File: src/design/bfea_pkg.sv
// shared types and constants for the best-fit extent allocator
// no dependencies

package bfea_pkg;

  localparam int unsigned PoolBytes     = 65536;
  localparam int unsigned MaxExtents    = 32;
  localparam int unsigned HeaderBytes   = 8;
  localparam int unsigned MinBlockBytes = 24;

  localparam int unsigned IdxW  = $clog2(MaxExtents);
  localparam int unsigned AddrW = 16;
  localparam int unsigned LenW  = 17;

  localparam logic [1:0] StatusOk       = 2'd0;
  localparam logic [1:0] StatusNoFit    = 2'd1;
  localparam logic [1:0] StatusFull     = 2'd2;
  localparam logic [1:0] StatusNullFree = 2'd3;

  typedef struct packed {
    logic             mode;
    logic [LenW-1:0]  request_size;
    logic [AddrW-1:0] block_address;
    logic [LenW-1:0]  block_length;
  } req_t;

  typedef struct packed {
    logic [1:0]       status;
    logic [AddrW-1:0] user_address;
    logic [LenW-1:0]  granted_length;
  } rsp_t;

  typedef enum logic [2:0] {
    StIdle,
    StScan,
    StWait,
    StCommit,
    StRespond
  } state_e;

  typedef struct packed {
    logic load;
    logic scan_start;
    logic scan_step;
    logic commit;
    logic rsp_load;
  } ctrl_t;

  typedef struct packed {
    logic scan_last;
  } stat_t;

endpackage

File: src/design/best_fit_extent_allocator_unit.sv
// Best-fit allocator with coalescing free over a 64 KiB pool, free extents
// kept in a 32-entry table (two small RAMs plus valid flip-flops). Each
// allocate or free occupies the unit through an accept step, a sweep of the
// table one entry a cycle through the RAM read port, a write-back step and
// a step to load the result register. The result register lets the next
// item be accepted while a result waits; that item then stalls in its last
// cycle until the waiting result is taken.
// Entry zero is written while reset is held and in the first cycle after it.
// depends on bfea_pkg, bfea_ctrl, bfea_datapath

module best_fit_extent_allocator_unit (
  input  logic           clk_i,
  input  logic           rst_ni,
  input  logic           in_valid_i,
  output logic           in_ready_o,
  input  bfea_pkg::req_t in_data_i,
  output logic           out_valid_o,
  input  logic           out_ready_i,
  output bfea_pkg::rsp_t out_data_o
);

  bfea_pkg::ctrl_t ctrl;
  bfea_pkg::stat_t stat;

  bfea_ctrl u_ctrl (
    .clk_i       (clk_i),
    .rst_ni      (rst_ni),
    .in_valid_i  (in_valid_i),
    .in_ready_o  (in_ready_o),
    .out_valid_i (out_valid_o),
    .out_ready_i (out_ready_i),
    .stat_i      (stat),
    .ctrl_o      (ctrl)
  );

  bfea_datapath u_datapath (
    .clk_i       (clk_i),
    .rst_ni      (rst_ni),
    .req_i       (in_data_i),
    .ctrl_i      (ctrl),
    .stat_o      (stat),
    .out_valid_o (out_valid_o),
    .out_ready_i (out_ready_i),
    .rsp_o       (out_data_o)
  );

endmodule

File: src/design/bfea_ram.sv
// generic single-port-write, single-read ram with registered read
// no dependencies

module bfea_ram #(
  parameter int unsigned Width = 8,
  parameter int unsigned Depth = 32
) (
  input  logic                     clk_i,
  input  logic                     we_i,
  input  logic [$clog2(Depth)-1:0] waddr_i,
  input  logic [Width-1:0]         wdata_i,
  input  logic [$clog2(Depth)-1:0] raddr_i,
  output logic [Width-1:0]         rdata_o
);

  logic [Width-1:0] mem_q [Depth];

  always_ff @(posedge clk_i) begin
    if (we_i) begin
      mem_q[waddr_i] <= wdata_i;
    end
    rdata_o <= mem_q[raddr_i];
  end

endmodule

File: src/design/bfea_ctrl.sv
// controller state machine for the extent allocator
// depends on bfea_pkg

module bfea_ctrl (
  input  logic           clk_i,
  input  logic           rst_ni,
  input  logic           in_valid_i,
  output logic           in_ready_o,
  input  logic           out_valid_i,
  input  logic           out_ready_i,
  input  bfea_pkg::stat_t stat_i,
  output bfea_pkg::ctrl_t ctrl_o
);

  bfea_pkg::state_e state_q, state_d;

  always_ff @(posedge clk_i or negedge rst_ni) begin
    if (!rst_ni) begin
      state_q <= bfea_pkg::StIdle;
    end else begin
      state_q <= state_d;
    end
  end

  // result register may still hold a transfer while the next item scans
  logic rsp_free;
  assign rsp_free = !out_valid_i || out_ready_i;

  always_comb begin
    state_d = state_q;
    case (state_q)
      bfea_pkg::StIdle: begin
        if (in_valid_i) state_d = bfea_pkg::StScan;
      end
      bfea_pkg::StScan: begin
        if (stat_i.scan_last) state_d = bfea_pkg::StWait;
      end
      bfea_pkg::StWait:    state_d = bfea_pkg::StCommit;
      bfea_pkg::StCommit:  state_d = bfea_pkg::StRespond;
      bfea_pkg::StRespond: begin
        if (rsp_free) state_d = bfea_pkg::StIdle;
      end
      default: state_d = bfea_pkg::StIdle;
    endcase
  end

  always_comb begin
    ctrl_o     = '0;
    in_ready_o = 1'b0;
    case (state_q)
      bfea_pkg::StIdle: begin
        in_ready_o        = 1'b1;
        ctrl_o.load       = in_valid_i;
        ctrl_o.scan_start = in_valid_i;
      end
      bfea_pkg::StScan:    ctrl_o.scan_step = 1'b1;
      bfea_pkg::StWait:    ctrl_o.scan_step = 1'b1;
      bfea_pkg::StCommit:  ctrl_o.commit = 1'b1;
      bfea_pkg::StRespond: ctrl_o.rsp_load = rsp_free;
      default: ;
    endcase
  end

endmodule

File: src/design/bfea_datapath.sv
// extent table, scan comparators and result register
// depends on bfea_pkg and bfea_ram

module bfea_datapath (
  input  logic                    clk_i,
  input  logic                    rst_ni,
  input  bfea_pkg::req_t          req_i,
  input  bfea_pkg::ctrl_t         ctrl_i,
  output bfea_pkg::stat_t         stat_o,
  output logic                    out_valid_o,
  input  logic                    out_ready_i,
  output bfea_pkg::rsp_t          rsp_o
);

  localparam int unsigned IdxW = bfea_pkg::IdxW;
  localparam int unsigned LenW = bfea_pkg::LenW;
  localparam int unsigned AddrW = bfea_pkg::AddrW;
  localparam logic [LenW-1:0] LenMax = '1;
  localparam logic [IdxW-1:0] LastIdx = IdxW'(bfea_pkg::MaxExtents - 1);

  bfea_pkg::req_t req_q;

  // valid bits in flip-flops
  logic [bfea_pkg::MaxExtents-1:0] valid_q, valid_d;

  // scan pipeline: address counter, then registered ram read in the following cycle
  logic [IdxW-1:0] raddr_q;
  logic            rd_vld_q;
  logic [IdxW-1:0] rd_idx_q;
  logic            scan_last;

  logic [AddrW-1:0] st_rdata;
  logic [LenW-1:0]  ln_rdata;

  logic             st_we, ln_we;
  logic [IdxW-1:0]  st_waddr, ln_waddr;
  logic [AddrW-1:0] st_wdata;
  logic [LenW-1:0]  ln_wdata;

  bfea_ram #(.Width(AddrW), .Depth(bfea_pkg::MaxExtents)) u_start_ram (
    .clk_i   (clk_i),
    .we_i    (st_we),
    .waddr_i (st_waddr),
    .wdata_i (st_wdata),
    .raddr_i (raddr_q),
    .rdata_o (st_rdata)
  );

  bfea_ram #(.Width(LenW), .Depth(bfea_pkg::MaxExtents)) u_len_ram (
    .clk_i   (clk_i),
    .we_i    (ln_we),
    .waddr_i (ln_waddr),
    .wdata_i (ln_wdata),
    .raddr_i (raddr_q),
    .rdata_o (ln_rdata)
  );

  // entry zero at reset: start 0, length pool size, valid; handled by a
  // one-shot init write flag after reset
  logic init_q;

  // per-item derived values
  logic [LenW:0]    need_w;
  logic [LenW:0]    need_q;
  logic [AddrW-1:0] fstart_q;
  logic [LenW:0]    fend_q;

  always_comb begin
    need_w = {1'b0, req_i.request_size} + (LenW+1)'(bfea_pkg::HeaderBytes);
    if (need_w < (LenW+1)'(bfea_pkg::MinBlockBytes)) begin
      need_w = (LenW+1)'(bfea_pkg::MinBlockBytes);
    end
  end

  // search results
  logic             best_f_q, left_f_q, right_f_q, slot_f_q;
  logic [IdxW-1:0]  best_i_q, left_i_q, right_i_q, slot_i_q;
  logic [LenW-1:0]  best_l_q, left_l_q, right_l_q;
  logic [AddrW-1:0] best_s_q;

  logic             ent_vld;
  logic [LenW:0]    ent_end;

  assign ent_vld = valid_q[rd_idx_q];
  assign ent_end = {2'b00, st_rdata} + {1'b0, ln_rdata};
  assign scan_last = (raddr_q == LastIdx);
  assign stat_o.scan_last = scan_last;

  always_ff @(posedge clk_i) begin
    if (ctrl_i.load) begin
      req_q    <= req_i;
      need_q   <= need_w;
      fstart_q <= req_i.block_address - AddrW'(bfea_pkg::HeaderBytes);
      fend_q   <= {2'b00, req_i.block_address - AddrW'(bfea_pkg::HeaderBytes)}
                  + {1'b0, req_i.block_length};
    end
    if (ctrl_i.scan_start) begin
      best_f_q  <= 1'b0;
      left_f_q  <= 1'b0;
      right_f_q <= 1'b0;
      slot_f_q  <= 1'b0;
    end else if (rd_vld_q) begin
      if (!ent_vld) begin
        if (!slot_f_q) begin
          slot_f_q <= 1'b1;
          slot_i_q <= rd_idx_q;
        end
      end else begin
        if ({1'b0, ln_rdata} >= need_q && (!best_f_q || ln_rdata < best_l_q)) begin
          best_f_q <= 1'b1;
          best_i_q <= rd_idx_q;
          best_l_q <= ln_rdata;
          best_s_q <= st_rdata;
        end
        if (!left_f_q && ent_end == {2'b00, fstart_q}) begin
          left_f_q <= 1'b1;
          left_i_q <= rd_idx_q;
          left_l_q <= ln_rdata;
        end
        if (!right_f_q && {2'b00, st_rdata} == fend_q) begin
          right_f_q <= 1'b1;
          right_i_q <= rd_idx_q;
          right_l_q <= ln_rdata;
        end
      end
    end
  end

  always_ff @(posedge clk_i or negedge rst_ni) begin
    if (!rst_ni) begin
      raddr_q  <= '0;
      rd_vld_q <= 1'b0;
      rd_idx_q <= '0;
    end else begin
      if (ctrl_i.scan_start) begin
        raddr_q  <= '0;
        rd_vld_q <= 1'b0;
      end else if (ctrl_i.scan_step) begin
        rd_idx_q <= raddr_q;
        if (!scan_last) raddr_q <= raddr_q + 1'b1;
        rd_vld_q <= 1'b1;
      end else begin
        rd_vld_q <= 1'b0;
      end
    end
  end

  // commit decision
  logic [1:0]       status_c;
  logic [AddrW-1:0] uaddr_c;
  logic [LenW-1:0]  glen_c;
  logic [LenW+1:0]  sum3;
  logic [LenW-1:0]  blen;

  assign blen = req_q.block_length;

  always_comb begin
    valid_d  = valid_q;
    st_we    = 1'b0;
    ln_we    = 1'b0;
    st_waddr = '0;
    ln_waddr = '0;
    st_wdata = '0;
    ln_wdata = '0;
    status_c = bfea_pkg::StatusOk;
    uaddr_c  = '0;
    glen_c   = '0;
    sum3     = '0;
    if (init_q) begin
      st_we       = 1'b1;
      ln_we       = 1'b1;
      st_wdata    = '0;
      ln_wdata    = LenW'(bfea_pkg::PoolBytes);
    end else if (ctrl_i.commit) begin
      if (!req_q.mode) begin
        if (!best_f_q) begin
          status_c = bfea_pkg::StatusNoFit;
        end else begin
          uaddr_c  = best_s_q + AddrW'(bfea_pkg::HeaderBytes);
          glen_c   = need_q[LenW-1:0];
          st_we    = 1'b1;
          ln_we    = 1'b1;
          st_waddr = best_i_q;
          ln_waddr = best_i_q;
          st_wdata = best_s_q + need_q[AddrW-1:0];
          ln_wdata = best_l_q - need_q[LenW-1:0];
          if (best_l_q == need_q[LenW-1:0]) valid_d[best_i_q] = 1'b0;
        end
      end else if (req_q.block_address == '0) begin
        status_c = bfea_pkg::StatusNullFree;
      end else if (blen == '0) begin
        status_c = bfea_pkg::StatusOk;
      end else if (left_f_q) begin
        sum3 = {2'b0, left_l_q} + {2'b0, blen}
             + (right_f_q ? {2'b0, right_l_q} : '0);
        ln_we    = 1'b1;
        ln_waddr = left_i_q;
        ln_wdata = (sum3 > {2'b0, LenMax}) ? LenMax : sum3[LenW-1:0];
        if (right_f_q) valid_d[right_i_q] = 1'b0;
      end else if (right_f_q) begin
        sum3 = {2'b0, right_l_q} + {2'b0, blen};
        st_we    = 1'b1;
        ln_we    = 1'b1;
        st_waddr = right_i_q;
        ln_waddr = right_i_q;
        st_wdata = fstart_q;
        ln_wdata = (sum3 > {2'b0, LenMax}) ? LenMax : sum3[LenW-1:0];
      end else if (!slot_f_q) begin
        status_c = bfea_pkg::StatusFull;
      end else begin
        st_we    = 1'b1;
        ln_we    = 1'b1;
        st_waddr = slot_i_q;
        ln_waddr = slot_i_q;
        st_wdata = fstart_q;
        ln_wdata = blen;
        valid_d[slot_i_q] = 1'b1;
      end
    end
  end

  bfea_pkg::rsp_t rsp_hold_q;
  bfea_pkg::rsp_t rsp_q;

  always_ff @(posedge clk_i) begin
    if (ctrl_i.commit) begin
      rsp_hold_q.status         <= status_c;
      rsp_hold_q.user_address   <= uaddr_c;
      rsp_hold_q.granted_length <= glen_c;
    end
    if (ctrl_i.rsp_load) begin
      rsp_q <= rsp_hold_q;
    end
  end

  always_ff @(posedge clk_i or negedge rst_ni) begin
    if (!rst_ni) begin
      valid_q     <= {{(bfea_pkg::MaxExtents-1){1'b0}}, 1'b1};
      init_q      <= 1'b1;
      out_valid_o <= 1'b0;
    end else begin
      valid_q <= valid_d;
      init_q  <= 1'b0;
      if (ctrl_i.rsp_load) begin
        out_valid_o <= 1'b1;
      end else if (out_ready_i) begin
        out_valid_o <= 1'b0;
      end
    end
  end

  assign rsp_o = rsp_q;

endmodule

File: config.mk
export PLATFORM = sky130hd
export DESIGN_NAME = best_fit_extent_allocator_unit
export DESIGN_NICKNAME = d
export VERILOG_FILES = /design/src/design/bfea_pkg.sv /design/src/design/best_fit_extent_allocator_unit.sv /design/src/design/bfea_ram.sv /design/src/design/bfea_ctrl.sv /design/src/design/bfea_datapath.sv
export SDC_FILE = /design/constraint.sdc
export NUM_CORES = 2
export LEC_CHECK = 0
export BUFFER_PORTS_ARGS = -buffer_cell sky130_fd_sc_hd__buf_4
export CORE_MARGIN = 2
export CORE_UTILIZATION = 40
export CTS_CLUSTER_DIAMETER = 50
export CTS_CLUSTER_SIZE = 8
export DETAILED_ROUTE_END_ITERATION = 10
export SLEW_MARGIN = 20
export SYNTH_ARGS = -nofsm -noshare
export SYNTH_HDL_FRONTEND = slang
export SYNTH_HIERARCHICAL = 1
export SYNTH_SLANG_ARGS = --single-unit
File: constraint.sdc
create_clock -name clk_i -period 7.2 [get_ports clk_i]
set_clock_uncertainty 0.1 [all_clocks]
set_input_delay 1.08 -clock clk_i [delete_from_list [all_inputs] [get_ports clk_i]]
set_output_delay 1.08 -clock clk_i [all_outputs]
set_load 0.02 [all_outputs]
==> out/results.tsv <==
stage	metric	value	unit
status	outcome	complete, no violations	
clock_tree	Worst-Skew Late Latency	0.84	ns
sta	hold slack	0.173	ns
synthesis	post-synth top area share	0.644	
final_layout	nets@finish	4488	
worst_hold_path	Hold Path Class	in2async	
critical_path	CP max stage cell	dfxtp_1	
critical_path	worst r2r src	u_datapath/right_f_q	
clock_tree	CTS tree	built	
sta	setup violators final	0	
route	drt pass-1 iters	8	
synthesis	top_reg_cell synth	edfxtp_1	
final_layout	post-route cell area	69600	um2
synthesis	Synth Area per Inst	14.9	um2
synthesis	Seq cells post-synth	1381	
sta	Tmin final	5.17	ns
placement	GP Congestion	0.910	
placement	Cell Count Post-Placement	6092	
power	Power Total	25.5	mW
clock_tree	CTS root buffer	clkbuf_16	
critical_path	critical path type	reg2reg	
clock_tree	H-tree level count	4	
sta	final hold viol count	0	
synthesis	top post-synthesis cells by area	edfxtp_1 64%, mux2i_1 9.0%, ha_1 2.8%	
power	Power Density	366	nW/um2
final_layout	layout cell share with drive strength beyond 1	0.126	
grt	total global routing overflow	0	
critical_path	critical path cell sequence	inv_1 -> nor2_1 -> fa_1 -> ha_1 -> fa_1 -> a211o_1 -> a21oi_1 -> a211oi_1 -> o2111ai_1 -> a31oi_1 -> o211ai_1 -> buf_4 -> nor2_1 -> o31ai_4 -> buf_4	
clock_tree	CTS Buffer Depth	3	
synthesis	Post-synth EDFFs	1296	
sta	Slew HR	0.195	
sta	fin crit share	0.718	
synthesis	largest area contributor in the netlist	edfxtp_1	
sta	max-slew violation count	0	
final_layout	fillers	13000	
job	Max-Cap Viols	0	
die	site row count	142	
power	Worst VDD drop	350	uV
die	io pins	92	
synthesis	Syn. warnings	6	
final_layout	growth of design area from synthesis to finish	15.1	%
clock_tree	CTS Hold Bufs	0	
route	post-route ant nets	0	
grt	first-pass GRT wire length	244000	um
route	Total Wirelength	171000	um
sta	Sum Neg Setup Slack	0	ns
critical_path	Buf/Inv on CP	3	
placement	port bufs	91	
die	DIE AREA	154000	um2
synthesis	Cell variety after synth	81	
synthesis	Gate Count Post-Synth	4045	
sta	RSZ-0062 raised after global routing	false	
synthesis	ys async rst share	0.0348	
route	Vias/cell	5.70	
die	Die Ht	393	um
clock_tree	Clock Sinks	1381	
route	via count	36500	
grt	largest net degree at the start of global routing	118	
critical_path	r2r setup slk	2.03	ns
die	CORE AREA	150000	um2
clock_tree	Post-CTS Resized	0	
critical_path	CP peak stage delay	0.90	ns
synthesis	syn_nets	4257	
final_layout	Finished Layout Cells	6410	
critical_path	CP Launch Type	flip-flop	
route	wire per inst	26.6	um
critical_path	R2R Path End	u_datapath/u_len_ram/mem_q[17][14]	
grt	vias in the first global route	34700	
placement	placement-stage cell area	63700	um2
die	Die X	393	um
synthesis	Cell Area, Synth	60500	um2
sta	Fmax	0.193	GHz
clock_tree	total CTS buffers	198	
grt	Total GRT Usage	0.219	
sta	Tightest Pin Transition	1.20	ns
critical_path	critical path capture point type	flip-flop	
placement	Post-DP HPWL	111000	um
power	LEAKAGE	25.6	nW
synthesis	sequential fraction of the synthesis area	0.676	
grt	antenna violations before repair	10	
critical_path	worst reg-to-reg path cell count	15	
route	Remaining DRCs	0	
critical_path	Worst EP arrival	5.62	ns
clock_tree	clock-pin slew on the worst setup and hold paths	0.05	ns
clock_tree	Post-CTS Setup Inserts	0	
critical_path	Top delay family on crit path	compound AO/OA/AOI/OAI gates	
route	DRT iter0 DRCs	3644	
critical_path	worst path required time	7.65	ns
critical_path	crit-path max FO	32	
die	Initial Util	0.403	
## worst max path at each step
| stage | slack [ns] | end | cells past startpoint | from |
|---|---|---|---|---|
| 6_report | 2.03 | u_datapath/u_len_ram/mem_q[17][14] | 15 | u_datapath/right_f_q |
| 5_1_grt | 1.70 | u_datapath/u_len_ram/mem_q[26][14] | 15 | u_datapath/right_f_q |
| 2_1_floorplan | 1.48 | u_datapath/u_len_ram/mem_q[0][16] | 16 | u_datapath/right_f_q |
| 3_5_place_dp | 2.16 | u_datapath/u_len_ram/mem_q[19][14] | 15 | u_datapath/right_f_q |
| 3_3_place_gp | 2.17 | u_datapath/u_len_ram/mem_q[20][14] | 15 | u_datapath/right_f_q |
| 4_1_cts | 2.16 | u_datapath/u_len_ram/mem_q[24][14] | 15 | u_datapath/right_f_q |
## per-layer routing
metal | GRT usage | vias to the layer above | part of all wire
li1 | - | 16200 | -
met1 | 0.321 | 18600 | 0.45
met2 | 0.330 | 1438 | 0.45
met3 | 0.0456 | 209 | 0.083
met4 | 0.0571 | 10 | 0.021
met5 | 0 | - | 0.00043
## state kept, by name, indices dropped and copies added, names as in the netlist, 13 cells and up
signal	flops
u_datapath/best_l_q	17
u_datapath/best_s_q	16
u_datapath/blen	17
u_datapath/fend_q	18
u_datapath/fstart_q	13
u_datapath/left_l_q	17
u_datapath/need_q	18
u_datapath/req_q	17
u_datapath/right_l_q	17
u_datapath/rsp_hold_q	35
u_datapath/rsp_o	35
u_datapath/u_len_ram/mem_q	544
u_datapath/u_len_ram/rdata_o	17
u_datapath/u_start_ram/mem_q	512
u_datapath/u_start_ram/rdata_o	16
u_datapath/valid_q	32
## per-stage QoR
step | utilization | setup slack [ns]
after global routing | 0.464 | 1.70
after global placement | 0.424 | 2.17
after CTS | 0.464 | 2.16
after detailed placement | 0.425 | 2.16
after floorplan | - | 1.48
final | 0.464 | 2.03
## power breakdown
part	leakage (nW)	switching [mW]	total [mW]	internal, mW
sequential	13.5	0.629	9.78	9.15
combinational	9.35	4.52	7.13	2.60
clock	2.76	3.43	8.57	5.14
total	25.6	8.58	25.5	16.9
## cells in the final DEF, fill, tap and decap left out, drive strengths merged, types with 79 or more instances in the layout
cell type	synthesis	routed
o21ai	122	122
nor2	203	203
a21oi	169	169
xnor2	94	94
edfxtp	1296	1296
a22oi	178	178
mux2i	545	545
inv	79	79
nand2	144	144
nand3	101	101
buf	120	219
clkbuf	68	286
ha	134	134
## synth_stat cells (37+ instances only)
| library cell | n |
|---|---|
| nand3_1 | 101 |
| nor2_1 | 202 |
| mux2i_1 | 545 |
| a31oi_1 | 44 |
| a21o_1 | 39 |
| nand4_1 | 52 |
| dfrtp_1 | 46 |
| a22oi_1 | 178 |
| nand2_1 | 144 |
| xor2_1 | 46 |
| dfxtp_1 | 37 |
| ha_1 | 134 |
| xnor2_1 | 94 |
| a22o_1 | 66 |
| nor3_1 | 71 |
| a21oi_1 | 169 |
| buf_2 | 45 |
| o21ai_0 | 122 |
| edfxtp_1 | 1296 |
| clkbuf_1 | 67 |
| inv_1 | 79 |
## area by class of cell
type,instances,area (um2),area share
Antenna cell,2,5.00,0.0000719
Clock buffer,286,5290,0.0759
Clock inverter,30,561,0.00805
Inverter,79,297,0.00426
Multi-Input combinational cell,2397,18300,0.264
Sequential cell,1381,40900,0.587
Tap cell,2016,2520,0.0362
Timing Repair Buffer,219,1710,0.0246
## logic make-up (layout without fill, tap and decap cells)
| logic type | count (synthesis) | after routing | synth area share |
|---|---|---|---|
| other | 1 | 3 | 0.0000620 |
| multiplexers | 560 | 560 | 0.0939 |
| XOR/XNOR | 140 | 140 | 0.0203 |
| flip-flops | 1381 | 1381 | 0.676 |
| AND/OR/NAND/NOR | 784 | 784 | 0.0658 |
| buffers and inverters | 267 | 614 | 0.0256 |
| AO/OA/AOI/OAI | 755 | 755 | 0.0833 |
| adder cells (fa/ha/maj) | 157 | 157 | 0.0353 |
No activity file was read; power rests on OpenSTA's default activity.
